### src/rtl/oboc_pkg.sv
package oboc_pkg;

	localparam int FRAC_BITS = 8;
	localparam int CORDIC_STAGES = 16;
	localparam int CORDIC_FRAC = 30;
	localparam int TRIG_FRAC = 16;

	localparam int CW = 33;
	localparam int AW = 34;
	localparam int STAGE_W = 5;
	localparam int TRIG_W = 19;
	localparam int DIM_W = 15;
	localparam int POS_W = 16;
	localparam int PROD_W = TRIG_W + DIM_W + 1;
	localparam int SUM_W = PROD_W + 2;
	localparam int CORNER_W = 18;
	localparam int PXW = 18;
	localparam int PIX_W = 14;
	localparam int LIM_W = 13;
	localparam int IDX_W = 3;

	localparam logic [CW-1:0] CORDIC_GAIN = CW'(652032874);

	localparam int PADDR_W = 5;
	localparam logic [2:0] REG_COL_OFFSET = 3'd0;
	localparam logic [2:0] REG_ROW_OFFSET = 3'd1;
	localparam logic [2:0] REG_COL_SCALE = 3'd2;
	localparam logic [2:0] REG_ROW_SCALE = 3'd3;
	localparam logic [2:0] REG_COL_LIMIT = 3'd4;
	localparam logic [2:0] REG_ROW_LIMIT = 3'd5;

	localparam logic [7:0] RST_COL_OFFSET = 8'd15;
	localparam logic [7:0] RST_ROW_OFFSET = 8'd60;
	localparam logic [6:0] RST_COL_SCALE = 7'd15;
	localparam logic [6:0] RST_ROW_SCALE = 7'h76;
	localparam logic [LIM_W-1:0] RST_COL_LIMIT = LIM_W'(450);
	localparam logic [LIM_W-1:0] RST_ROW_LIMIT = LIM_W'(600);

	localparam logic [IDX_W-1:0] LAST_CORNER = 3'd7;
	localparam logic [IDX_W-1:0] VIS_CORNER_A = 3'd4;
	localparam logic [IDX_W-1:0] VIS_CORNER_B = 3'd5;

	typedef struct packed {
		logic [DIM_W-1:0] h;
		logic [DIM_W-1:0] l;
		logic [DIM_W-1:0] w;
		logic signed [POS_W-1:0] cx;
		logic signed [POS_W-1:0] cy;
		logic signed [POS_W-1:0] cz;
		logic flip;
	} box_t;

	typedef struct packed {
		logic signed [CW-1:0] x;
		logic signed [CW-1:0] y;
		logic signed [AW-1:0] z;
		box_t box;
	} cord_t;

	typedef struct packed {
		logic signed [PROD_W-1:0] cw;
		logic signed [PROD_W-1:0] sl;
		logic signed [PROD_W-1:0] sw;
		logic signed [PROD_W-1:0] cl;
		logic [DIM_W-1:0] h;
		logic signed [POS_W-1:0] cx;
		logic signed [POS_W-1:0] cy;
		logic signed [POS_W-1:0] cz;
		logic flip;
	} prod_t;

	typedef struct packed {
		logic signed [7:0] col_offset;
		logic signed [7:0] row_offset;
		logic signed [6:0] col_scale;
		logic signed [6:0] row_scale;
		logic [LIM_W-1:0] col_limit;
		logic [LIM_W-1:0] row_limit;
	} cfg_t;

	typedef struct packed {
		logic [IDX_W-1:0] idx;
		logic signed [CORNER_W-1:0] x;
		logic signed [CORNER_W-1:0] y;
		logic signed [CORNER_W-1:0] z;
		logic signed [PIX_W-1:0] col;
		logic signed [PIX_W-1:0] row;
		logic in_view;
		logic visible;
		logic last;
	} corner_t;

	function automatic logic [AW-1:0] atan_angle(input logic [STAGE_W-1:0] i);
		logic [AW-1:0] a;
		case (i)
			5'd0: a = AW'(536870912);
			5'd1: a = AW'(316933406);
			5'd2: a = AW'(167458907);
			5'd3: a = AW'(85004756);
			5'd4: a = AW'(42667331);
			5'd5: a = AW'(21354465);
			5'd6: a = AW'(10679838);
			5'd7: a = AW'(5340245);
			5'd8: a = AW'(2670163);
			5'd9: a = AW'(1335087);
			5'd10: a = AW'(667544);
			5'd11: a = AW'(333772);
			5'd12: a = AW'(166886);
			5'd13: a = AW'(83443);
			5'd14: a = AW'(41722);
			5'd15: a = AW'(20861);
			5'd16: a = AW'(10430);
			5'd17: a = AW'(5215);
			5'd18: a = AW'(2608);
			5'd19: a = AW'(1304);
			5'd20: a = AW'(652);
			5'd21: a = AW'(326);
			5'd22: a = AW'(163);
			5'd23: a = AW'(81);
			default: a = '0;
		endcase
		return a;
	endfunction

	function automatic logic [CORNER_W-1:0] sat_corner(input logic [SUM_W-1:0] v);
		logic [CORNER_W-1:0] r;
		if (&v[SUM_W-1:CORNER_W-1] || ~|v[SUM_W-1:CORNER_W-1])
			r = v[CORNER_W-1:0];
		else if (v[SUM_W-1])
			r = {1'b1, {(CORNER_W-1){1'b0}}};
		else
			r = {1'b0, {(CORNER_W-1){1'b1}}};
		return r;
	endfunction

	function automatic logic [PIX_W-1:0] sat_pixel(input logic [PXW-1:0] v);
		logic [PIX_W-1:0] r;
		if (&v[PXW-1:PIX_W-1] || ~|v[PXW-1:PIX_W-1])
			r = v[PIX_W-1:0];
		else if (v[PXW-1])
			r = {1'b1, {(PIX_W-1){1'b0}}};
		else
			r = {1'b0, {(PIX_W-1){1'b1}}};
		return r;
	endfunction

endpackage

### src/rtl/oboc_product.sv
module oboc_product (
	input  logic            clk,
	input  logic            arst_n,
	input  logic            in_valid,
	output logic            in_ready,
	input  oboc_pkg::cord_t in_data,
	output logic            out_valid,
	input  logic            out_ready,
	output oboc_pkg::prod_t out_data
);
	import oboc_pkg::*;

	localparam int TRIG_SHIFT = CORDIC_FRAC - TRIG_FRAC;
	localparam logic signed [CW-1:0] TRIG_HALF = CW'(1) << (TRIG_SHIFT - 1);

	logic v_q;
	prod_t d_q;
	prod_t nxt;
	logic signed [CW-1:0] xr;
	logic signed [CW-1:0] yr;
	logic signed [TRIG_W-1:0] cs;
	logic signed [TRIG_W-1:0] sn;
	logic signed [DIM_W:0] w_s;
	logic signed [DIM_W:0] l_s;

	assign in_ready = !v_q || out_ready;
	assign out_valid = v_q;
	assign out_data = d_q;

	always_comb begin
		xr = (in_data.x + TRIG_HALF) >>> TRIG_SHIFT;
		yr = (in_data.y + TRIG_HALF) >>> TRIG_SHIFT;
		cs = xr[TRIG_W-1:0];
		sn = yr[TRIG_W-1:0];
		w_s = $signed({1'b0, in_data.box.w});
		l_s = $signed({1'b0, in_data.box.l});
		nxt.cw = cs * w_s;
		nxt.sl = sn * l_s;
		nxt.sw = sn * w_s;
		nxt.cl = cs * l_s;
		nxt.h = in_data.box.h;
		nxt.cx = in_data.box.cx;
		nxt.cy = in_data.box.cy;
		nxt.cz = in_data.box.cz;
		nxt.flip = in_data.box.flip;
	end

	always_ff @(posedge clk or negedge arst_n) begin
		if (!arst_n)
			v_q <= 1'b0;
		else if (in_ready)
			v_q <= in_valid;
	end

	always_ff @(posedge clk) begin
		if (in_ready && in_valid)
			d_q <= nxt;
	end

endmodule

### config.mk
export PLATFORM = sky130hd
export DESIGN_NAME = oboc_product
export DESIGN_NICKNAME = d
export VERILOG_FILES = /design/src/rtl/oboc_pkg.sv /design/src/rtl/oboc_product.sv
export SDC_FILE = /design/constraint.sdc
export NUM_CORES = 2
export LEC_CHECK = 0
export ABC_AREA = 1
export BUFFER_PORTS_ARGS = -buffer_cell sky130_fd_sc_hd__buf_2
export CAP_MARGIN = 40
export CORE_ASPECT_RATIO = 1.2
export CORE_MARGIN = 1.5
export CORE_UTILIZATION = 40
export CTS_CLUSTER_SIZE = 30
export DETAILED_ROUTE_END_ITERATION = 16
export GPL_TIMING_DRIVEN = 0
export SYNTH_ARGS = -nofsm -noshare
export SYNTH_HDL_FRONTEND = slang
export SYNTH_SLANG_ARGS = --single-unit
### constraint.sdc
create_clock -name clk -period 12.26 [get_ports clk]
set_clock_uncertainty 0.2 [all_clocks]
set_input_delay 0.613 -clock clk [delete_from_list [all_inputs] [get_ports clk]]
set_output_delay 0.613 -clock clk [all_outputs]
set_load 0.01 [all_outputs]
==> reports/qor.yml <==
detailed_routing:
  final_antenna_net_count: 0
  drc: 0
  avgViaCountPerCell: 4.93
  first_pass_iters: 6
  drt_first_iter_violations: 2831
  post_drt_wl_per_cell_um: 19.8
  wl_um: 176000
  vias: 43741
clock_tree:
  ctsLongestPathBuffers: 3
  cts-resized-gates: 0
  cts_tree: "yes"
  cts_made_buffers: 24
  cts_root_buf: "clkbuf_16"
  clk_latency_ns: 0.58
  postCtsHoldBufs: 65
  htreeDepth: 1
  cts_setup_buffers: 0
  clkTransAtPathRegs_ns: 0.06
  cts.sinks: 205
synthesis:
  synth_edf_count: 204
  ys_seq_area_frac: 0.115
  synthFlopType: "edfxtp_1"
  synth_compound_area_frac: 0.0185
  syn_area_um2: 53400
  synth_top_cell_area_share: 0.418
  yosysUniqueCellTypes: 42
  synth.most_common_cell: "inv_1"
  synth_top_family_by_area: "adder cells"
  synthXorXnorAreaFrac: 0.0208
  synth_commonest_cells: "inv_1 (1740), nand2_1 (1544), fa_1 (1115)"
  synthCells: 6611
  avgSynthCellArea_um2: 8.08
  synthAdderAreaFrac: 0.502
  ys_async_sr_fraction: 0.00488
  synth_largest_area_cell: "fa_1"
  synth.area.mux_share: 0
  yosys_warnings: 0
  ys_seq_elements: 205
  synth_simple_gate_area_share: 0.201
  synth.area.top_cells: "fa_1 (42%), inv_1 (12%), edfxtp_1 (11%)"
  syn-num-nets: 8282
die:
  core_um2: 132000
  fp.dieH_um: 403
  initial_core_util: 0.404
  fp.dieW_um: 337
  ios: 404
  row_count: 146
  die_area_um2: 136000
place:
  io_buffers: 333
  dp.cells: 8754
  place_congestion: 0.982
  hpwl_um: 152000
global_route:
  grt_start_max_net_pins: 28
  grt_pass1_vias: 46212
  grt_pass1_wl_um: 269000
  grt_overflow: 0
  track_usage: 0.263
  antenna_found_initial: 14
cells_and_area:
  finalNonFillerCells: 8868
  multi_input_area_um2: 39700
  area_growth_pct: 10.9
  drive_gt1_frac: 0.0824
  register_area_um2: 6150
  fillers: 13369
  nets: 8740
timing:
  fin_setup_tns_ns: 0
  slew_viol_final: 0
  setup_viol: 0
  hold_viol: 0
  fin_crit_sh: 0.661
  fmax_ghz: 0.123
  tightestPinTransition_ns: 1.05
  min_period_ns: 8.11
  rsz0062_at_grt: "false"
  slew_headroom: 0.303
worst_setup_path:
  required_ns: 12.37
  path_class: "input pin to flip-flop"
  worstSetupStartpoint: "in_data[141]"
  worstPathBufferInverterCount: 10
  critPathLaunchType: "input pin"
  r2r_slack_ns: 9.84
  crit_top_cell: "nand2_1"
  critPathArrivalTime_ns: 8.22
  r2r_cells: 5
  end_kind: "flip-flop"
  worst-path-max-fanout: 10
  critPathTopFamily: "adder cells"
  r2r-start: "out_valid$_DFFE_PN0N_"
  cp_slowest_stage_delay_ns: 0.57
  crit_slowest_cell: "fa_1"
  r2r-end: "out_data[126]$_DFFE_PP_"
run:
  drv_cap: 0
min_path:
  hp-start: "in_valid"
  holdPathEnd: "out_valid$_DFFE_PN0N_"
  hold_depth: 3
  hp-class: "input pin to flip-flop"
status:
  outcome: "completed"
-- per-layer routing --
| layer | GRT usage | wire length, um |
|---|---|---|
| met1 | 0.316 | 66400 |
| met2 | 0.458 | 85900 |
| met3 | 0.0436 | 13100 |
| met5 | 0 | 247 |
| met4 | 0.125 | 9970 |
-- cell usage in the layout (no fill, tap or decap), types with 6 or more instances in the layout --
master         synthesis  layout
inv_1               1740    1740
nand2_1             1544    1544
fa_1                1115    1115
nor2_1               682     682
buf_2                 53     386
ha_1                 358     358
nand3_1              249     249
edfxtp_1             204     204
clkbuf_1             127     130
a21oi_1              100      99
xor2_1                93      93
dlygate4sd3_1          0      65
inv_2                 37      37
o21ai_0               37      37
xnor2_1               34      34
nor3_1                33      33
nand4_1               32      32
clkbuf_16              0      25
nor2_4                22      22
o21bai_1              22      22
buf_6                  3      19
clkinv_1              13      16
nor2_2                15      15
nand2_2               13      13
or2_2                 11      11
buf_1                  9       9
a21o_1                 9       9
and2_1                 9       9
buf_8                  0       9
buf_12                 2       8
nand3b_1               8       8
nor3_2                 7       7
diode_2                0       6
buf_4                  5       6
-- per-stage QoR --
stage               instance area [um2]  worst slack [ns]  hold slack, ns  utilization
global placement                  57300             -4.00           0.198        0.433
CTS                               59200              4.45          0.0384        0.448
global route                      59200              3.90          0.0866        0.448
floorplan                         53400             0.777           0.117            -
finish                            59200              4.15          0.0809        0.448
detailed placement                57800              3.83           0.196        0.437
-- cell type report --
class	instances	share of cell area
timing repair buffer	432	0.0475
antenna	6	0.000253
clock inverter	14	0.00196
multi-input combinational	4417	0.670
inverter	1790	0.113
sequential	205	0.104
buffer	199	0.0150
clock buffer	29	0.0108
tap	1776	0.0375
-- worst max-delay path by stage --
stage / end / slack (ns) / cells past startpoint
floorplan: out_data[0]$_DFFE_PP_ / 0.78 / 2
global placement: out_data[133]$_DFFE_PP_ / -4.00 / 3
detailed placement: out_data[154]$_DFFE_PP_ / 3.83 / 32
CTS: out_data[154]$_DFFE_PP_ / 4.45 / 32
global route: out_data[166]$_DFFE_PP_ / 3.90 / 32
finish: out_data[154]$_DFFE_PP_ / 4.15 / 32
-- sequential cells by signal (all words and copies together) (netlist names) --
signal / cells
out_data: 204
out_valid: 1
-- worst reg2reg max path: cells and delay by family (launching register included) --
family	cells	cell delay (ns)
AOI/OAI and AO/OA	1	0.57
buffers and inverters	4	0.94
DFF	1	0.42
-- logic make-up (layout without fill, tap and decap cells) --
kind of cell / after synthesis / count (layout)
XOR/XNOR: 127 / 127
AO/OA/AOI/OAI: 177 / 177
buffers and inverters: 1989 / 2464
adder cells (fa/ha/maj): 1473 / 1473
AND/OR/NAND/NOR: 2640 / 2640
flip-flops: 205 / 205
other: 0 / 6
Power is left out: the tool's default activity adds up to more than one toggle a clock period on the data nets, which glitch-free logic cannot reach.
