### src/rtl/oboc_pkg.sv
package oboc_pkg;

	localparam int FRAC_BITS = 8;
	localparam int CORDIC_STAGES = 16;
	localparam int CORDIC_FRAC = 30;
	localparam int TRIG_FRAC = 16;

	localparam int CW = 33;
	localparam int AW = 34;
	localparam int STAGE_W = 5;
	localparam int TRIG_W = 19;
	localparam int DIM_W = 15;
	localparam int POS_W = 16;
	localparam int PROD_W = TRIG_W + DIM_W + 1;
	localparam int SUM_W = PROD_W + 2;
	localparam int CORNER_W = 18;
	localparam int PXW = 18;
	localparam int PIX_W = 14;
	localparam int LIM_W = 13;
	localparam int IDX_W = 3;

	localparam logic [CW-1:0] CORDIC_GAIN = CW'(652032874);

	localparam int PADDR_W = 5;
	localparam logic [2:0] REG_COL_OFFSET = 3'd0;
	localparam logic [2:0] REG_ROW_OFFSET = 3'd1;
	localparam logic [2:0] REG_COL_SCALE = 3'd2;
	localparam logic [2:0] REG_ROW_SCALE = 3'd3;
	localparam logic [2:0] REG_COL_LIMIT = 3'd4;
	localparam logic [2:0] REG_ROW_LIMIT = 3'd5;

	localparam logic [7:0] RST_COL_OFFSET = 8'd15;
	localparam logic [7:0] RST_ROW_OFFSET = 8'd60;
	localparam logic [6:0] RST_COL_SCALE = 7'd15;
	localparam logic [6:0] RST_ROW_SCALE = 7'h76;
	localparam logic [LIM_W-1:0] RST_COL_LIMIT = LIM_W'(450);
	localparam logic [LIM_W-1:0] RST_ROW_LIMIT = LIM_W'(600);

	localparam logic [IDX_W-1:0] LAST_CORNER = 3'd7;
	localparam logic [IDX_W-1:0] VIS_CORNER_A = 3'd4;
	localparam logic [IDX_W-1:0] VIS_CORNER_B = 3'd5;

	typedef struct packed {
		logic [DIM_W-1:0] h;
		logic [DIM_W-1:0] l;
		logic [DIM_W-1:0] w;
		logic signed [POS_W-1:0] cx;
		logic signed [POS_W-1:0] cy;
		logic signed [POS_W-1:0] cz;
		logic flip;
	} box_t;

	typedef struct packed {
		logic signed [CW-1:0] x;
		logic signed [CW-1:0] y;
		logic signed [AW-1:0] z;
		box_t box;
	} cord_t;

	typedef struct packed {
		logic signed [PROD_W-1:0] cw;
		logic signed [PROD_W-1:0] sl;
		logic signed [PROD_W-1:0] sw;
		logic signed [PROD_W-1:0] cl;
		logic [DIM_W-1:0] h;
		logic signed [POS_W-1:0] cx;
		logic signed [POS_W-1:0] cy;
		logic signed [POS_W-1:0] cz;
		logic flip;
	} prod_t;

	typedef struct packed {
		logic signed [7:0] col_offset;
		logic signed [7:0] row_offset;
		logic signed [6:0] col_scale;
		logic signed [6:0] row_scale;
		logic [LIM_W-1:0] col_limit;
		logic [LIM_W-1:0] row_limit;
	} cfg_t;

	typedef struct packed {
		logic [IDX_W-1:0] idx;
		logic signed [CORNER_W-1:0] x;
		logic signed [CORNER_W-1:0] y;
		logic signed [CORNER_W-1:0] z;
		logic signed [PIX_W-1:0] col;
		logic signed [PIX_W-1:0] row;
		logic in_view;
		logic visible;
		logic last;
	} corner_t;

	function automatic logic [AW-1:0] atan_angle(input logic [STAGE_W-1:0] i);
		logic [AW-1:0] a;
		case (i)
			5'd0: a = AW'(536870912);
			5'd1: a = AW'(316933406);
			5'd2: a = AW'(167458907);
			5'd3: a = AW'(85004756);
			5'd4: a = AW'(42667331);
			5'd5: a = AW'(21354465);
			5'd6: a = AW'(10679838);
			5'd7: a = AW'(5340245);
			5'd8: a = AW'(2670163);
			5'd9: a = AW'(1335087);
			5'd10: a = AW'(667544);
			5'd11: a = AW'(333772);
			5'd12: a = AW'(166886);
			5'd13: a = AW'(83443);
			5'd14: a = AW'(41722);
			5'd15: a = AW'(20861);
			5'd16: a = AW'(10430);
			5'd17: a = AW'(5215);
			5'd18: a = AW'(2608);
			5'd19: a = AW'(1304);
			5'd20: a = AW'(652);
			5'd21: a = AW'(326);
			5'd22: a = AW'(163);
			5'd23: a = AW'(81);
			default: a = '0;
		endcase
		return a;
	endfunction

	function automatic logic [CORNER_W-1:0] sat_corner(input logic [SUM_W-1:0] v);
		logic [CORNER_W-1:0] r;
		if (&v[SUM_W-1:CORNER_W-1] || ~|v[SUM_W-1:CORNER_W-1])
			r = v[CORNER_W-1:0];
		else if (v[SUM_W-1])
			r = {1'b1, {(CORNER_W-1){1'b0}}};
		else
			r = {1'b0, {(CORNER_W-1){1'b1}}};
		return r;
	endfunction

	function automatic logic [PIX_W-1:0] sat_pixel(input logic [PXW-1:0] v);
		logic [PIX_W-1:0] r;
		if (&v[PXW-1:PIX_W-1] || ~|v[PXW-1:PIX_W-1])
			r = v[PIX_W-1:0];
		else if (v[PXW-1])
			r = {1'b1, {(PIX_W-1){1'b0}}};
		else
			r = {1'b0, {(PIX_W-1){1'b1}}};
		return r;
	endfunction

endpackage

### src/rtl/oboc_corner.sv
module oboc_corner (
	input  logic              clk,
	input  logic              arst_n,
	input  logic              in_valid,
	output logic              in_ready,
	input  oboc_pkg::prod_t   in_data,
	input  oboc_pkg::cfg_t    cfg,
	output logic              out_valid,
	input  logic              out_ready,
	output oboc_pkg::corner_t out_data
);
	import oboc_pkg::*;

	localparam logic signed [SUM_W-1:0] SUM_HALF = SUM_W'(1) << TRIG_FRAC;
	localparam logic signed [PXW-1:0] TRUNC_BIAS = PXW'((1 << FRAC_BITS) - 1);

	// corner sequencer
	prod_t gen_q;
	logic gen_v_q;
	logic [IDX_W-1:0] k_q;
	logic gen_fire;

	// rotated sums
	logic a_v_q;
	logic [IDX_W-1:0] a_k_q;
	logic signed [SUM_W-1:0] a_sx_q;
	logic signed [SUM_W-1:0] a_sz_q;
	logic signed [CORNER_W-1:0] a_y_q;
	logic signed [POS_W-1:0] a_cx_q;
	logic signed [POS_W-1:0] a_cz_q;

	// corner position
	logic b_v_q;
	logic [IDX_W-1:0] b_k_q;
	logic signed [CORNER_W-1:0] b_x_q;
	logic signed [CORNER_W-1:0] b_y_q;
	logic signed [CORNER_W-1:0] b_z_q;

	// pixel
	logic c_v_q;
	logic [IDX_W-1:0] c_k_q;
	logic signed [CORNER_W-1:0] c_x_q;
	logic signed [CORNER_W-1:0] c_y_q;
	logic signed [CORNER_W-1:0] c_z_q;
	logic signed [PIX_W-1:0] c_col_q;
	logic signed [PIX_W-1:0] c_row_q;

	logic o_v_q;
	corner_t o_q;
	logic v4_q;
	logic v5_q;

	logic a_rdy, b_rdy, c_rdy, o_rdy;

	logic xn, zn;
	logic signed [SUM_W-1:0] e_cw, e_sl, e_sw, e_cl;
	logic signed [SUM_W-1:0] sx_n, sz_n;
	logic signed [CORNER_W-1:0] cy_e, h_e, y_n;
	logic signed [SUM_W-1:0] xw_n, zw_n;
	logic signed [PXW-1:0] bx_e, bz_e, tx, tz;
	logic signed [PXW-1:0] ofs_c, ofs_r, scl_c, scl_r, col_pre, row_pre, col_m, row_m;
	logic view_n;

	assign o_rdy = !o_v_q || out_ready;
	assign c_rdy = !c_v_q || o_rdy;
	assign b_rdy = !b_v_q || c_rdy;
	assign a_rdy = !a_v_q || b_rdy;
	assign gen_fire = gen_v_q && a_rdy;
	assign in_ready = !gen_v_q || (a_rdy && k_q == LAST_CORNER);

	assign out_valid = o_v_q;
	assign out_data = o_q;

	always_comb begin
		xn = (k_q[0] ^ k_q[1]) ^ gen_q.flip;
		zn = !k_q[1] ^ gen_q.flip;
		e_cw = gen_q.cw;
		e_sl = gen_q.sl;
		e_sw = gen_q.sw;
		e_cl = gen_q.cl;
		sx_n = (xn ? -e_cw : e_cw) + (zn ? -e_sl : e_sl) + SUM_HALF;
		sz_n = (xn ? e_sw : -e_sw) + (zn ? -e_cl : e_cl) + SUM_HALF;
		cy_e = gen_q.cy;
		h_e = $signed({{(CORNER_W-DIM_W){1'b0}}, gen_q.h});
		y_n = k_q[2] ? cy_e - h_e : cy_e;
	end

	always_comb begin
		xw_n = (a_sx_q >>> (TRIG_FRAC + 1)) + a_cx_q;
		zw_n = (a_sz_q >>> (TRIG_FRAC + 1)) + a_cz_q;
	end

	always_comb begin
		bx_e = b_x_q;
		bz_e = b_z_q;
		tx = (bx_e + (bx_e[PXW-1] ? TRUNC_BIAS : PXW'(0))) >>> FRAC_BITS;
		tz = (bz_e + (bz_e[PXW-1] ? TRUNC_BIAS : PXW'(0))) >>> FRAC_BITS;
		ofs_c = cfg.col_offset;
		ofs_r = cfg.row_offset;
		scl_c = cfg.col_scale;
		scl_r = cfg.row_scale;
		col_pre = tx + ofs_c;
		row_pre = tz - ofs_r;
		col_m = col_pre * scl_c;
		row_m = row_pre * scl_r;
	end

	assign view_n = !c_col_q[PIX_W-1] && (c_col_q != '0)
		&& (c_col_q[LIM_W-1:0] < cfg.col_limit)
		&& !c_row_q[PIX_W-1] && (c_row_q != '0)
		&& (c_row_q[LIM_W-1:0] < cfg.row_limit);

	always_ff @(posedge clk or negedge arst_n) begin
		if (!arst_n) begin
			gen_v_q <= 1'b0;
			k_q <= '0;
		end else if (in_valid && in_ready) begin
			gen_v_q <= 1'b1;
			k_q <= '0;
		end else if (gen_fire) begin
			k_q <= k_q + 1'b1;
			if (k_q == LAST_CORNER)
				gen_v_q <= 1'b0;
		end
	end

	always_ff @(posedge clk) begin
		if (in_valid && in_ready)
			gen_q <= in_data;
	end

	always_ff @(posedge clk or negedge arst_n) begin
		if (!arst_n) begin
			a_v_q <= 1'b0;
			b_v_q <= 1'b0;
			c_v_q <= 1'b0;
			o_v_q <= 1'b0;
			v4_q <= 1'b0;
			v5_q <= 1'b0;
		end else begin
			if (a_rdy)
				a_v_q <= gen_v_q;
			if (b_rdy)
				b_v_q <= a_v_q;
			if (c_rdy)
				c_v_q <= b_v_q;
			if (o_rdy)
				o_v_q <= c_v_q;
			if (o_rdy && c_v_q && c_k_q == VIS_CORNER_A)
				v4_q <= view_n;
			if (o_rdy && c_v_q && c_k_q == VIS_CORNER_B)
				v5_q <= view_n;
		end
	end

	always_ff @(posedge clk) begin
		if (gen_fire) begin
			a_k_q <= k_q;
			a_sx_q <= sx_n;
			a_sz_q <= sz_n;
			a_y_q <= y_n;
			a_cx_q <= gen_q.cx;
			a_cz_q <= gen_q.cz;
		end
		if (b_rdy && a_v_q) begin
			b_k_q <= a_k_q;
			b_x_q <= sat_corner(xw_n);
			b_y_q <= a_y_q;
			b_z_q <= sat_corner(zw_n);
		end
		if (c_rdy && b_v_q) begin
			c_k_q <= b_k_q;
			c_x_q <= b_x_q;
			c_y_q <= b_y_q;
			c_z_q <= b_z_q;
			c_col_q <= sat_pixel(col_m);
			c_row_q <= sat_pixel(row_m);
		end
		if (o_rdy && c_v_q) begin
			o_q.idx <= c_k_q;
			o_q.x <= c_x_q;
			o_q.y <= c_y_q;
			o_q.z <= c_z_q;
			o_q.col <= c_col_q;
			o_q.row <= c_row_q;
			o_q.in_view <= view_n;
			o_q.visible <= (c_k_q == LAST_CORNER) && v4_q && v5_q;
			o_q.last <= (c_k_q == LAST_CORNER);
		end
	end

endmodule
### config.mk
export PLATFORM = sky130hd
export DESIGN_NAME = oboc_corner
export DESIGN_NICKNAME = d
export VERILOG_FILES = /design/src/rtl/oboc_pkg.sv /design/src/rtl/oboc_corner.sv
export SDC_FILE = /design/constraint.sdc
export NUM_CORES = 1
export LEC_CHECK = 0
export ABC_AREA = 1
export BUFFER_PORTS_ARGS = -buffer_cell sky130_fd_sc_hd__buf_4
export CAP_MARGIN = 20
export CORE_MARGIN = 8
export CORE_UTILIZATION = 54
export CTS_BUF_LIST = sky130_fd_sc_hd__clkbuf_2 sky130_fd_sc_hd__clkbuf_4 sky130_fd_sc_hd__clkbuf_8
export CTS_CLUSTER_SIZE = 20
export DETAILED_ROUTE_END_ITERATION = 12
export PLACE_DENSITY_LB_ADDON = 0.25
export SLEW_MARGIN = 10
export SYNTH_ARGS = -nofsm -noshare
export SYNTH_HDL_FRONTEND = slang
export SYNTH_SLANG_ARGS = --single-unit
### constraint.sdc
create_clock -name clk -period 15.4 [get_ports clk]
set_clock_uncertainty 0.05 [all_clocks]
set_input_delay 2.31 -clock clk [delete_from_list [all_inputs] [get_ports clk]]
set_output_delay 2.31 -clock clk [all_outputs]
set_load 0.01 [all_outputs]
==> flow_summary.json <==
{
  "run_status": "finished clean",
  "routedWlPerCell_um": 16.1,
  "vias": 29056,
  "tns_ns": 0,
  "crit_buf_inv": 3,
  "cts_tree": "yes",
  "io_pins": 354,
  "crit_top_cell": "nand2_1",
  "postSynthAreaPerCell_um2": 8.91,
  "synth_warnings": 0,
  "cts_htree_levels": 3,
  "die_h_um": 280,
  "hold_class": "register to register",
  "slew_headroom": 0.437,
  "rsz0062_at_grt": "no",
  "numCtsBuffers": 88,
  "finalCritPeriodShare": 0.535,
  "antenna_found_initial": 8,
  "cp-start-kind": "register",
  "clock-sinks": 533,
  "maxCapViolCount": 0,
  "setup_viol": 0,
  "critPathCaptureType": "register",
  "final-hold-violation-count": 0,
  "path_class": "register to register",
  "netlist_instances": 4211,
  "drive_above_1_share": 0.121,
  "nets": 5344,
  "die_w_um": 280,
  "max_freq_ghz": 0.121,
  "max_stage_delay_ns": 0.56,
  "report.final.slew_viol_count": 0,
  "worstPathMaxFanout": 13,
  "grt_max_degree": 84,
  "cpLargestDelayFamily": "adder cells",
  "grt_usage": 0.227,
  "clk_path_buf_depth": 3,
  "dr.pass1.iters": 7,
  "cts_setup_buffers": 0,
  "syn_to_final_growth_pct": 14.5,
  "drt-total-wl_mm": 90.3,
  "fill_cells": 5937,
  "dp_hpwl_mm": 74.5,
  "die-area_um2": 78200,
  "drt_iter0_drc": 1602,
  "path_clk_slew_ns": 0.06,
  "rows": 96,
  "clock_latency_ns": 0.68,
  "synth_nets": 4928,
  "hold_buffers": 0,
  "grt_pass1_vias": 28731,
  "worst_path_max_delay_cell": "edfxtp_1",
  "grt_pass1_wl_mm": 145,
  "gr-total-overflow": 0,
  "globalplace.congestion": 0.941,
  "port_buffers": 353,
  "drc_errors": 0,
  "ys_ff_latch": 533,
  "required_ns": 15.73,
  "start_util": 0.546,
  "period_minus_slack_ns": 8.24,
  "cts.repair.resized": 0,
  "synth_area_um2": 37500,
  "tightest_slew_ns": 0.844,
  "yosys.cell_types.count": 57,
  "cts_root_buf": "clkbuf_8",
  "core-area_um2": 68700,
  "arrival_ns": 8.57,
  "drtAntennaViolNets": 0,
  "via_per_inst": 5.17,
  "yosysSeqAreaShare": 0.425
}
## flip-flops by register name (all words and copies together), names as in the netlist, 20 cells and up
signal and cells:
e_sl 35, e_cw 35, a_sz_q 20, a_sx_q 20, gen_q 48, e_sw 35, out_data 87, e_cl 35
## worst paths after layout
path / from / to / slack (ns) / cells after the start
max: b_x_q[17] / c_col_q[0] / 7.16 / 37
max in group asynchronous: arst_n / c_v_q / 13.71 / 1
min in group asynchronous: arst_n / v5_q / 1.41 / 1
min reg2reg: gen_q[33] / a_cx_q[0] / 0.36 / 0
max reg2reg: b_x_q[17] / c_col_q[0] / 7.16 / 37
min: gen_q[33] / a_cx_q[0] / 0.36 / 0
## logic make-up after synthesis
group           synth area share
compound gates            0.0700
xor+xnor                  0.0565
fa+ha+maj                  0.174
buf+inv                   0.0725
flops                      0.425
mux                     0.000267
simple gates               0.202
## metrics by stage
stage,std cells,utilization,hold WS [ns],cell area (µm²),setup WS [ns]
finish,5622,0.625,0.356,43000,7.16
global route,5622,0.625,0.357,43000,6.38
CTS,5619,0.625,0.355,42900,7.10
detailed placement,5467,0.600,0.355,41200,6.74
global placement,5467,0.600,0.350,41200,6.89
floorplan,4211,-,0.350,37500,7.65
## synth_stat cells, drive strengths merged
| library cell | n | area [µm²] |
|---|---|---|
| and2 | 7 | 43.8 |
| a21boi | 10 | 78.8 |
| o41ai | 2 | 17.5 |
| a21o | 19 | 143 |
| a221oi | 1 | 8.76 |
| edfxtp | 523 | 15700 |
| clkinv | 5 | 18.8 |
| ha | 338 | 4230 |
| nor3 | 49 | 255 |
| nand4 | 62 | 388 |
| nand2b | 1 | 6.26 |
| nor2b | 1 | 6.26 |
| o211ai | 10 | 75.1 |
| fa | 115 | 2300 |
| o31ai | 10 | 75.1 |
| o211a | 1 | 10.0 |
| o21bai | 33 | 248 |
| mux2i | 1 | 10.0 |
| o22ai | 1 | 6.26 |
| nor2 | 462 | 1750 |
| a211oi | 2 | 15.0 |
| nand3 | 200 | 1020 |
| o311ai | 1 | 8.76 |
| dfrtp | 10 | 250 |
| xnor2 | 58 | 508 |
| and3 | 1 | 6.26 |
| o221a | 2 | 22.5 |
| or2 | 18 | 113 |
| nor3b | 3 | 22.5 |
| nor4 | 23 | 144 |
| a22oi | 2 | 15.0 |
| nand2 | 982 | 3770 |
| buf | 22 | 150 |
| xor2 | 184 | 1610 |
| a21oi | 206 | 1040 |
| nand3b | 6 | 45.0 |
| a31o | 1 | 8.76 |
| inv | 665 | 2500 |
| o21a | 7 | 52.6 |
| clkbuf | 15 | 56.3 |
| a31oi | 28 | 175 |
| o21ai | 124 | 628 |
## area by class of cell
cell class,instances,area [µm²],share of cell area
tap,931,1160,0.0271
sequential,533,16000,0.371
multi-input combinational,2971,18900,0.439
clock inverter,36,280,0.00652
inverter,670,2520,0.0587
timing repair buffer,363,2740,0.0637
clock buffer,116,1430,0.0332
antenna,2,5.00,0.000116
## placed cells by master (no fill, tap or decap), drive strengths merged, types with 28 or more instances in the layout
| master | n |
|---|---|
| nand2 | 982 |
| inv | 667 |
| edfxtp | 523 |
| nor2 | 462 |
| buf | 363 |
| ha | 338 |
| a21oi | 206 |
| nand3 | 200 |
| xor2 | 184 |
| o21ai | 124 |
| clkbuf | 116 |
| fa | 115 |
| nand4 | 62 |
| xnor2 | 58 |
| nor3 | 49 |
| o21bai | 33 |
| clkinv | 33 |
| a31oi | 28 |
## metal layers
layer | global-route usage | up-vias | wire length [µm]
met4 | 0.0918 | 10 | 3400
met5 | 0 | - | 69
met1 | 0.290 | 13300 | 38900
met2 | 0.382 | 841 | 42500
li1 | - | 14738 | -
met3 | 0.0426 | 167 | 5470
Power is left out: the tool's default activity adds up to more than one toggle a clock period on the data nets, which glitch-free logic cannot reach.
