$ cat src/rtl/oboc_pkg.sv
package oboc_pkg;

	localparam int FRAC_BITS = 8;
	localparam int CORDIC_STAGES = 16;
	localparam int CORDIC_FRAC = 30;
	localparam int TRIG_FRAC = 16;

	localparam int CW = 33;
	localparam int AW = 34;
	localparam int STAGE_W = 5;
	localparam int TRIG_W = 19;
	localparam int DIM_W = 15;
	localparam int POS_W = 16;
	localparam int PROD_W = TRIG_W + DIM_W + 1;
	localparam int SUM_W = PROD_W + 2;
	localparam int CORNER_W = 18;
	localparam int PXW = 18;
	localparam int PIX_W = 14;
	localparam int LIM_W = 13;
	localparam int IDX_W = 3;

	localparam logic [CW-1:0] CORDIC_GAIN = CW'(652032874);

	localparam int PADDR_W = 5;
	localparam logic [2:0] REG_COL_OFFSET = 3'd0;
	localparam logic [2:0] REG_ROW_OFFSET = 3'd1;
	localparam logic [2:0] REG_COL_SCALE = 3'd2;
	localparam logic [2:0] REG_ROW_SCALE = 3'd3;
	localparam logic [2:0] REG_COL_LIMIT = 3'd4;
	localparam logic [2:0] REG_ROW_LIMIT = 3'd5;

	localparam logic [7:0] RST_COL_OFFSET = 8'd15;
	localparam logic [7:0] RST_ROW_OFFSET = 8'd60;
	localparam logic [6:0] RST_COL_SCALE = 7'd15;
	localparam logic [6:0] RST_ROW_SCALE = 7'h76;
	localparam logic [LIM_W-1:0] RST_COL_LIMIT = LIM_W'(450);
	localparam logic [LIM_W-1:0] RST_ROW_LIMIT = LIM_W'(600);

	localparam logic [IDX_W-1:0] LAST_CORNER = 3'd7;
	localparam logic [IDX_W-1:0] VIS_CORNER_A = 3'd4;
	localparam logic [IDX_W-1:0] VIS_CORNER_B = 3'd5;

	typedef struct packed {
		logic [DIM_W-1:0] h;
		logic [DIM_W-1:0] l;
		logic [DIM_W-1:0] w;
		logic signed [POS_W-1:0] cx;
		logic signed [POS_W-1:0] cy;
		logic signed [POS_W-1:0] cz;
		logic flip;
	} box_t;

	typedef struct packed {
		logic signed [CW-1:0] x;
		logic signed [CW-1:0] y;
		logic signed [AW-1:0] z;
		box_t box;
	} cord_t;

	typedef struct packed {
		logic signed [PROD_W-1:0] cw;
		logic signed [PROD_W-1:0] sl;
		logic signed [PROD_W-1:0] sw;
		logic signed [PROD_W-1:0] cl;
		logic [DIM_W-1:0] h;
		logic signed [POS_W-1:0] cx;
		logic signed [POS_W-1:0] cy;
		logic signed [POS_W-1:0] cz;
		logic flip;
	} prod_t;

	typedef struct packed {
		logic signed [7:0] col_offset;
		logic signed [7:0] row_offset;
		logic signed [6:0] col_scale;
		logic signed [6:0] row_scale;
		logic [LIM_W-1:0] col_limit;
		logic [LIM_W-1:0] row_limit;
	} cfg_t;

	typedef struct packed {
		logic [IDX_W-1:0] idx;
		logic signed [CORNER_W-1:0] x;
		logic signed [CORNER_W-1:0] y;
		logic signed [CORNER_W-1:0] z;
		logic signed [PIX_W-1:0] col;
		logic signed [PIX_W-1:0] row;
		logic in_view;
		logic visible;
		logic last;
	} corner_t;

	function automatic logic [AW-1:0] atan_angle(input logic [STAGE_W-1:0] i);
		logic [AW-1:0] a;
		case (i)
			5'd0: a = AW'(536870912);
			5'd1: a = AW'(316933406);
			5'd2: a = AW'(167458907);
			5'd3: a = AW'(85004756);
			5'd4: a = AW'(42667331);
			5'd5: a = AW'(21354465);
			5'd6: a = AW'(10679838);
			5'd7: a = AW'(5340245);
			5'd8: a = AW'(2670163);
			5'd9: a = AW'(1335087);
			5'd10: a = AW'(667544);
			5'd11: a = AW'(333772);
			5'd12: a = AW'(166886);
			5'd13: a = AW'(83443);
			5'd14: a = AW'(41722);
			5'd15: a = AW'(20861);
			5'd16: a = AW'(10430);
			5'd17: a = AW'(5215);
			5'd18: a = AW'(2608);
			5'd19: a = AW'(1304);
			5'd20: a = AW'(652);
			5'd21: a = AW'(326);
			5'd22: a = AW'(163);
			5'd23: a = AW'(81);
			default: a = '0;
		endcase
		return a;
	endfunction

	function automatic logic [CORNER_W-1:0] sat_corner(input logic [SUM_W-1:0] v);
		logic [CORNER_W-1:0] r;
		if (&v[SUM_W-1:CORNER_W-1] || ~|v[SUM_W-1:CORNER_W-1])
			r = v[CORNER_W-1:0];
		else if (v[SUM_W-1])
			r = {1'b1, {(CORNER_W-1){1'b0}}};
		else
			r = {1'b0, {(CORNER_W-1){1'b1}}};
		return r;
	endfunction

	function automatic logic [PIX_W-1:0] sat_pixel(input logic [PXW-1:0] v);
		logic [PIX_W-1:0] r;
		if (&v[PXW-1:PIX_W-1] || ~|v[PXW-1:PIX_W-1])
			r = v[PIX_W-1:0];
		else if (v[PXW-1])
			r = {1'b1, {(PIX_W-1){1'b0}}};
		else
			r = {1'b0, {(PIX_W-1){1'b1}}};
		return r;
	endfunction

endpackage

$ cat src/rtl/oboc_cordic_cell.sv
module oboc_cordic_cell (
	input  logic                         clk,
	input  logic                         arst_n,
	input  logic [oboc_pkg::STAGE_W-1:0] stage,
	input  logic                         in_valid,
	output logic                         in_ready,
	input  oboc_pkg::cord_t              in_data,
	output logic                         out_valid,
	input  logic                         out_ready,
	output oboc_pkg::cord_t              out_data
);
	import oboc_pkg::*;

	logic v_q;
	cord_t d_q;
	cord_t nxt;
	logic signed [CW-1:0] x_sh;
	logic signed [CW-1:0] y_sh;
	logic [AW-1:0] ang;

	assign in_ready = !v_q || out_ready;
	assign out_valid = v_q;
	assign out_data = d_q;

	always_comb begin
		x_sh = $signed(in_data.x) >>> stage;
		y_sh = $signed(in_data.y) >>> stage;
		ang = atan_angle(stage);
		nxt = in_data;
		if (!in_data.z[AW-1]) begin
			nxt.x = in_data.x - y_sh;
			nxt.y = in_data.y + x_sh;
			nxt.z = in_data.z - $signed(ang);
		end else begin
			nxt.x = in_data.x + y_sh;
			nxt.y = in_data.y - x_sh;
			nxt.z = in_data.z + $signed(ang);
		end
	end

	always_ff @(posedge clk or negedge arst_n) begin
		if (!arst_n)
			v_q <= 1'b0;
		else if (in_ready)
			v_q <= in_valid;
	end

	always_ff @(posedge clk) begin
		if (in_ready && in_valid)
			d_q <= nxt;
	end

endmodule

$ cat config.mk
export PLATFORM = sky130hd
export DESIGN_NAME = oboc_cordic_cell
export DESIGN_NICKNAME = d
export VERILOG_FILES = /design/src/rtl/oboc_pkg.sv /design/src/rtl/oboc_cordic_cell.sv
export SDC_FILE = /design/constraint.sdc
export NUM_CORES = 1
export LEC_CHECK = 0
export BUFFER_PORTS_ARGS = -buffer_cell sky130_fd_sc_hd__buf_4
export CORE_UTILIZATION = 55
export CTS_CLUSTER_SIZE = 28
export DETAILED_ROUTE_END_ITERATION = 7
export MAX_ROUTING_LAYER = met4
export PLACE_DENSITY = 0.85
export SKIP_CTS_REPAIR_TIMING = 1
export SYNTH_ARGS = -nofsm -noshare
export SYNTH_HDL_FRONTEND = slang
export SYNTH_SLANG_ARGS = --single-unit
export TNS_END_PERCENT = 20
$ cat constraint.sdc
create_clock -name clk -period 15.9 [get_ports clk]
set_clock_uncertainty 0.15 [all_clocks]
set_input_delay 2.385 -clock clk [delete_from_list [all_inputs] [get_ports clk]]
set_output_delay 2.385 -clock clk [all_outputs]
set_load 0.01 [all_outputs]
==> impl_metrics.env, run 1 <==
export IMPL_worstPathArrival_ns=9.56
export IMPL_yosys_top_cells_area="edfxtp_1, mux4_2, ha_1"
export IMPL_worst_slew_pin_transition_ns=1.038
export IMPL_max_cap_viol_count=0
export IMPL_synth_edf_count=194
export IMPL_ys_flop_type="edfxtp_1"
export IMPL_grtUsageMet3_pct=8.678
export IMPL_yosysWarnings=0
export IMPL_vias_per_cell=6.556
export IMPL_clock_path_buffers=2
export IMPL_core_area_sq_um=31880
export IMPL_grt_busiest_layer="met2"
export IMPL_fp_dieH_um=182.8
export IMPL_endpoint="out_data[193]$_DFFE_PP_"
export IMPL_start_util_pct=56.41
export IMPL_setup_violations=0
export IMPL_slew_headroom_pct=29.68
export IMPL_grt_setup_unrepaired="no"
export IMPL_ys_seq_elements=195
export IMPL_r2r_slack_ns=12.48
export IMPL_worst_ep_required_time_ns=15.96
export IMPL_io_buffers=398
export IMPL_synth_cells=1779
export IMPL_clockRootBuffer="clkbuf_16"
export IMPL_r2r_end="out_data[156]$_DFFE_PP_"
export IMPL_netlist_area_sq_um=17980
export IMPL_setup_slack_ns=6.401
export IMPL_dpl_hpwl_um=48280
export IMPL_drive_above_1_share_pct=27.46
export IMPL_slew_violations=0
export IMPL_area_growth_pct=21.19
export IMPL_period_share_pct=59.74
export IMPL_synthArstFlopShare_pct=0.5128
export IMPL_critical_path_startpoint_type="input pin"
export IMPL_cp_end_kind="flop"
export IMPL_route_detailed_drc=0
export IMPL_track_usage_pct=38.38
export IMPL_grt_pass1_wl_um=94250
export IMPL_crit_fanout=62
export IMPL_wl_per_cell_um=24.85
export IMPL_fmax_mhz=105.3
export IMPL_grt_max_degree=74
export IMPL_seq_area_frac_synth_pct=32.53
export IMPL_postSynthAreaPerCell_sq_um=10.11
export IMPL_critPathLaunch="stage[2]"
export IMPL_layout_nets=2431
export IMPL_r2r_start="out_valid$_DFFE_PN0N_"
export IMPL_final_min_clock_period_ns=9.499
export IMPL_die_w_um=182.8
export IMPL_met1_usage_pct=47.36
export IMPL_outcome="finished clean"
export IMPL_drt_first_pass_iters=8
export IMPL_drt_iter0_markers=1917
export IMPL_io_pins=399
export IMPL_synth_top_cell_area_share_pct=32.39
export IMPL_numClockSinks=195
export IMPL_wirelength_um=63750
export IMPL_vias=16820
export IMPL_numCtsBuffers=17
export IMPL_rows=65
export IMPL_path_clk_slew_ns=0.07
export IMPL_die_area_sq_um=33430
export IMPL_power_density_nw_per_um2=95.63
export IMPL_cts_tree="yes"
export IMPL_htreeDepth=4
export IMPL_met2_usage_pct=60.15
export IMPL_rr_worst_depth=4
export IMPL_synth_cell_types=89
export IMPL_syn_num_nets=2093
export IMPL_cellLeakagePower_nw=9.031
export IMPL_vdd_ir_drop_max_v=0.00008184
export IMPL_clk_latency_ns=0.46
export IMPL_gp_congestion=0.9754
export IMPL_grt_overflow=0
export IMPL_synth_area_leader_cell="edfxtp_1"
export IMPL_tns_ns=0
export IMPL_finalHoldViolations=0
export IMPL_ant_nets=0
export IMPL_min_path_type="reg2reg"
export IMPL_antenna_found_initial=1
export IMPL_path_class="in2reg"
export IMPL_first_global_vias=15900
export IMPL_dp_slack_ns=6.050
[state kept, by name, indices dropped and copies added (netlist names)]
| name | cells |
|---|---|
| out_valid | 1 |
| out_data | 194 |
[layer usage]
layer / wire, um / share of wire [%]
met5: 0 / 0
met4: 2935 / 4.6
met1: 24620 / 39
met2: 29660 / 47
met3: 6532 / 10
[cells in the mapped netlist (7+ instances only)]
master    number
o221ai_1       8
nor2_1       150
o21bai_1       7
a221oi_1       8
a21o_1        45
a211o_1        7
or2_2         13
buf_1         13
o21a_1        25
xor2_1        63
o22ai_1       18
edfxtp_1     194
inv_1         39
a31oi_1       35
and2_1        13
o31ai_1       10
buf_2         29
mux4_1        12
xnor2_1      106
and3_1        21
nand2b_1      33
mux2i_1       62
o21ai_0       91
o211ai_1      12
a21oi_1      159
nor2b_1       26
nand2_1      126
nand4_1        8
ha_1         108
buf_6          7
a22oi_1        7
a211oi_1      15
nor3_1        25
mux2_2        32
mux4_2        74
clkbuf_1      40
nand3_1       28
[kinds of logic after synthesis]
family / share of synthesized area [%]
AO/OA/AOI/OAI: 17.66
AND/OR/NAND/NOR: 13.52
flip-flops: 32.53
multiplexers: 16.56
XOR/XNOR: 8.321
buffers and inverters: 3.555
adder cells (fa/ha/maj): 7.848
[report_power, final]
part / switching, W / internal [W] / total [W]
clock: 0.000222 / 0.000269 / 0.000490
sequential: 0.0000186 / 0.000664 / 0.000683
combinational: 0.000514 / 0.000398 / 0.000911
[worst min path at each step]
stage	cells after the start	end	start	slack, ns
global route	2	out_valid$_DFFE_PN0N_	out_valid$_DFFE_PN0N_	0.47
detailed placement	2	out_valid$_DFFE_PN0N_	out_valid$_DFFE_PN0N_	0.41
global placement	2	out_valid$_DFFE_PN0N_	out_valid$_DFFE_PN0N_	0.40
finish	2	out_valid$_DFFE_PN0N_	out_valid$_DFFE_PN0N_	0.45
CTS	2	out_valid$_DFFE_PN0N_	out_valid$_DFFE_PN0N_	0.43
floorplan	2	out_valid$_DFFE_PN0N_	out_valid$_DFFE_PN0N_	0.47
[metrics by stage]
step	hold WS [ns]	std cells	instance area [sq um]	utilization (%)	total power [W]
floorplan	0.4721	1779	17980	-	0.001282
global placement	0.3967	2533	21140	66.32	0.001565
detailed placement	0.4112	2533	21140	66.32	0.001581
CTS	0.4342	2565	21790	68.36	0.002073
global route	0.4724	2566	21800	68.37	0.002174
finish	0.4505	2566	21800	68.37	0.002084
[critical path, stage by stage]
cell	delay (ns)
buf_4	0.54
clkinv_1	0.85
buf_4	0.49
mux4_2	0.25
o22ai_1	0.09
a211oi_1	0.73
and4_1	0.42
and4b_1	0.39
nand3_1	0.15
mux2i_1	0.14
o21ai_0	0.23
ha_1	0.34
and3_1	0.22
a221o_1	0.33
a21oi_1	0.19
o41a_1	0.17
o21a_1	0.22
o311ai_0	0.28
o31ai_1	0.47
nand2b_1	0.17
a311oi_1	0.35
xor2_1	0.11
[placed cells by master, fill, tap and decap left out, types with 26 or more instances in the layout]
cell type,instances
buf_4,411
edfxtp_1,194
a21oi_1,159
nor2_1,150
nand2_1,126
ha_1,108
xnor2_1,106
o21ai_0,91
mux4_2,74
xor2_1,63
mux2i_1,62
a21o_1,45
inv_1,38
a31oi_1,35
nand2b_1,33
mux2_2,32
nand3_1,28
nor2b_1,26
[cell type report]
type                            instances  area, sq um
Clock inverter                         15        225.2
Clock buffer                           17        425.4
Sequential cell                       195         5851
Antenna cell                            1        2.502
Timing Repair Buffer                  412         3097
Multi-Input combinational cell       1450        11500
Inverter                               41        153.9
Tap cell                              435        544.3
Fill cell                            2464        10080
No activity file was read; power rests on OpenSTA's default activity.
==> run 2: changes to the inputs <==
Settings changed: CORE_UTILIZATION 55 to 51, PLACE_DENSITY 0.85 to 0.83.
Clock period 15.9 ns to 8 ns, I/O delays scaled along.
==> run 2 against run 1 <==
Compared with the run above:
- sequential power grew 99%
- critical path depth up 1
- core utilization down 4.6 points
- die area is 7.8% higher
- critical path type unchanged
- critical endpoint unchanged
- highest routed layer unchanged
==> impl_metrics.env, run 2 (synthesis gave the netlist of run 1 again) <==
export IMPL_cts_tree="yes"
export IMPL_route_detailed_drc=0
export IMPL_drive_above_1_share_pct=28.78
export IMPL_fp_dieH_um=189.8
export IMPL_final_core_util_pct=63.79
export IMPL_worst_slew_pin_transition_ns=1.263
export IMPL_start_util_pct=51.94
export IMPL_clock_path_buffers=2
export IMPL_gp_congestion=1.001
export IMPL_core_area_sq_um=34630
export IMPL_htreeDepth=4
export IMPL_wl_per_cell_um=25.20
export IMPL_numCtsBuffers=17
export IMPL_slowest_delay_ns=0.57
export IMPL_clockRootBuffer="clkbuf_16"
export IMPL_path_class="in2reg"
export IMPL_cp_common_cell="mux2i_1"
export IMPL_dpl_hpwl_um=49920
export IMPL_die_w_um=189.8
export IMPL_fillers=2846
export IMPL_period_share_pct=92.11
export IMPL_crit_chain="buf_4 > buf_4 > nor2_1 > mux2i_1 > mux2i_1 > a211oi_1 > nand3_1 > nor2_1 > and4b_1 > nand3_1 > mux2i_1 > o21ai_0 > ha_1 > and3_1 > a221o_1 > a21oi_1 > o41a_1 > o21a_1 > o311ai_0 > o31ai_1 > nand2b_1 > a311oi_1 > xor2_1"
export IMPL_final_cell_mix="buf_4, edfxtp_1, a21oi_1, nor2_1, nand2_1"
export IMPL_drt_first_pass_iters=8
export IMPL_crit_fanout=60
export IMPL_finalHoldWorstSlack_ns=0.3331
export IMPL_setup_violations=0
export IMPL_worstPathArrival_ns=7.43
export IMPL_die_area_sq_um=36020
export IMPL_path_clk_slew_ns=0.09
export IMPL_drt_iter0_markers=1737
export IMPL_numClockSinks=195
export IMPL_track_usage_pct=37.21
export IMPL_cellLeakagePower_nw=9.209
export IMPL_final_common_cell="buf_4"
export IMPL_outcome="finished clean"
export IMPL_finalPower_w=0.004116
export IMPL_max_cap_viol_count=0
export IMPL_worst_ep_required_time_ns=8.07
export IMPL_crit_slowest_cell="buf_4"
export IMPL_slew_headroom_pct=15.66
export IMPL_cp_end_kind="flop"
export IMPL_tns_ns=0
export IMPL_min_path_type="in2async"
export IMPL_finalHoldViolations=0
export IMPL_io_buffers=398
export IMPL_final_min_clock_period_ns=7.368
export IMPL_vdd_ir_drop_max_v=0.0001894
export IMPL_grt_max_degree=188
export IMPL_fmax_mhz=135.7
export IMPL_io_pins=399
export IMPL_grt_pass1_wl_um=98650
export IMPL_slew_violations=0
export IMPL_largest_reg_flops=194
export IMPL_area_growth_pct=22.82
export IMPL_wirelength_um=66130
export IMPL_final_cells=2624
export IMPL_vias_per_cell=6.465
export IMPL_ant_nets=0
export IMPL_placed_cells=2591
export IMPL_vias=16960
export IMPL_first_global_vias=16560
export IMPL_grt_overflow=0
export IMPL_critical_path_startpoint_type="input pin"
export IMPL_rows=68
export IMPL_power_density_nw_per_um2=186.3
export IMPL_antenna_found_initial=1
export IMPL_grt_setup_unrepaired="no"
export IMPL_clk_latency_ns=0.47
export IMPL_layout_nets=2469
-- run 2: changes by cell type in the layout (fill, tap and decap cells not counted) --
cell,previous run,this run
o311ai_0,1,2
inv_8,2,5
clkinvlp_4,2,0
nor2_1,150,149
nor2_2,1,2
buf_12,0,2
buf_4,411,447
clkinv_8,2,5
o311ai_1,1,0
clkinv_4,1,0
clkinv_1,3,2
bufinv_16,4,0
clkbuf_1,0,1
inv_12,0,1
-- run 2: final cells by class --
| class | instances | area (sq um) | area share (%) |
|---|---|---|---|
| antenna | 1 | 2.502 | 0.01133 |
| clock buffer | 18 | 429.2 | 1.943 |
| clock inverter | 14 | 176.4 | 0.7987 |
| inverter | 41 | 153.9 | 0.6967 |
| multi-input combinational | 1450 | 11500 | 52.06 |
| sequential | 195 | 5851 | 26.49 |
| tap | 455 | 569.3 | 2.577 |
| timing repair buffer | 450 | 3407 | 15.42 |
-- run 2: path summary, 6_finish.rpt --
check                                      start                       to  slack, ns  cells past startpoint
max                                     stage[2]  out_data[193]$_DFFE_PP_       0.63                     23
min in group clk           out_valid$_DFFE_PN0N_    out_valid$_DFFE_PN0N_       0.45                      2
min reg2reg                out_valid$_DFFE_PN0N_    out_valid$_DFFE_PN0N_       0.45                      2
min                                       arst_n    out_valid$_DFFE_PN0N_       0.33                      1
max reg2reg                out_valid$_DFFE_PN0N_  out_data[141]$_DFFE_PP_       5.75                      3
max in group asynchronous                 arst_n    out_valid$_DFFE_PN0N_       7.29                      1
-- run 2: layer usage --
| metal | wire length (um) | GRT usage, % |
|---|---|---|
| met1 | 25280 | 44.58 |
| met2 | 31520 | 60.24 |
| met3 | 6251 | 7.452 |
| met4 | 3068 | 17.43 |
| met5 | 0 | - |
-- run 2: worst max-delay path, delay by kind of cell --
family	cells	cell delay, ns
compound gates	9	2.59
xor+xnor	1	0.10
fa+ha+maj	1	0.32
buf+inv	2	0.97
mux	3	0.73
simple gates	7	1.48
-- run 2: report_power, final --
group	leakage (nW)	switching, W	internal, W	total [W]
sequential	1.86	0.0000399	0.00132	0.00136
combinational	7.06	0.00103	0.000815	0.00185
clock	0.296	0.000478	0.000428	0.000906
-- run 2: per-stage QoR --
step,setup WS [ns],cell area [sq um]
final,0.6316,22090
after global routing,0.05874,22090
after CTS,0.7874,22090
after detailed placement,0.3228,21480
after global placement,0.4586,21480
after floorplan,1.252,17980
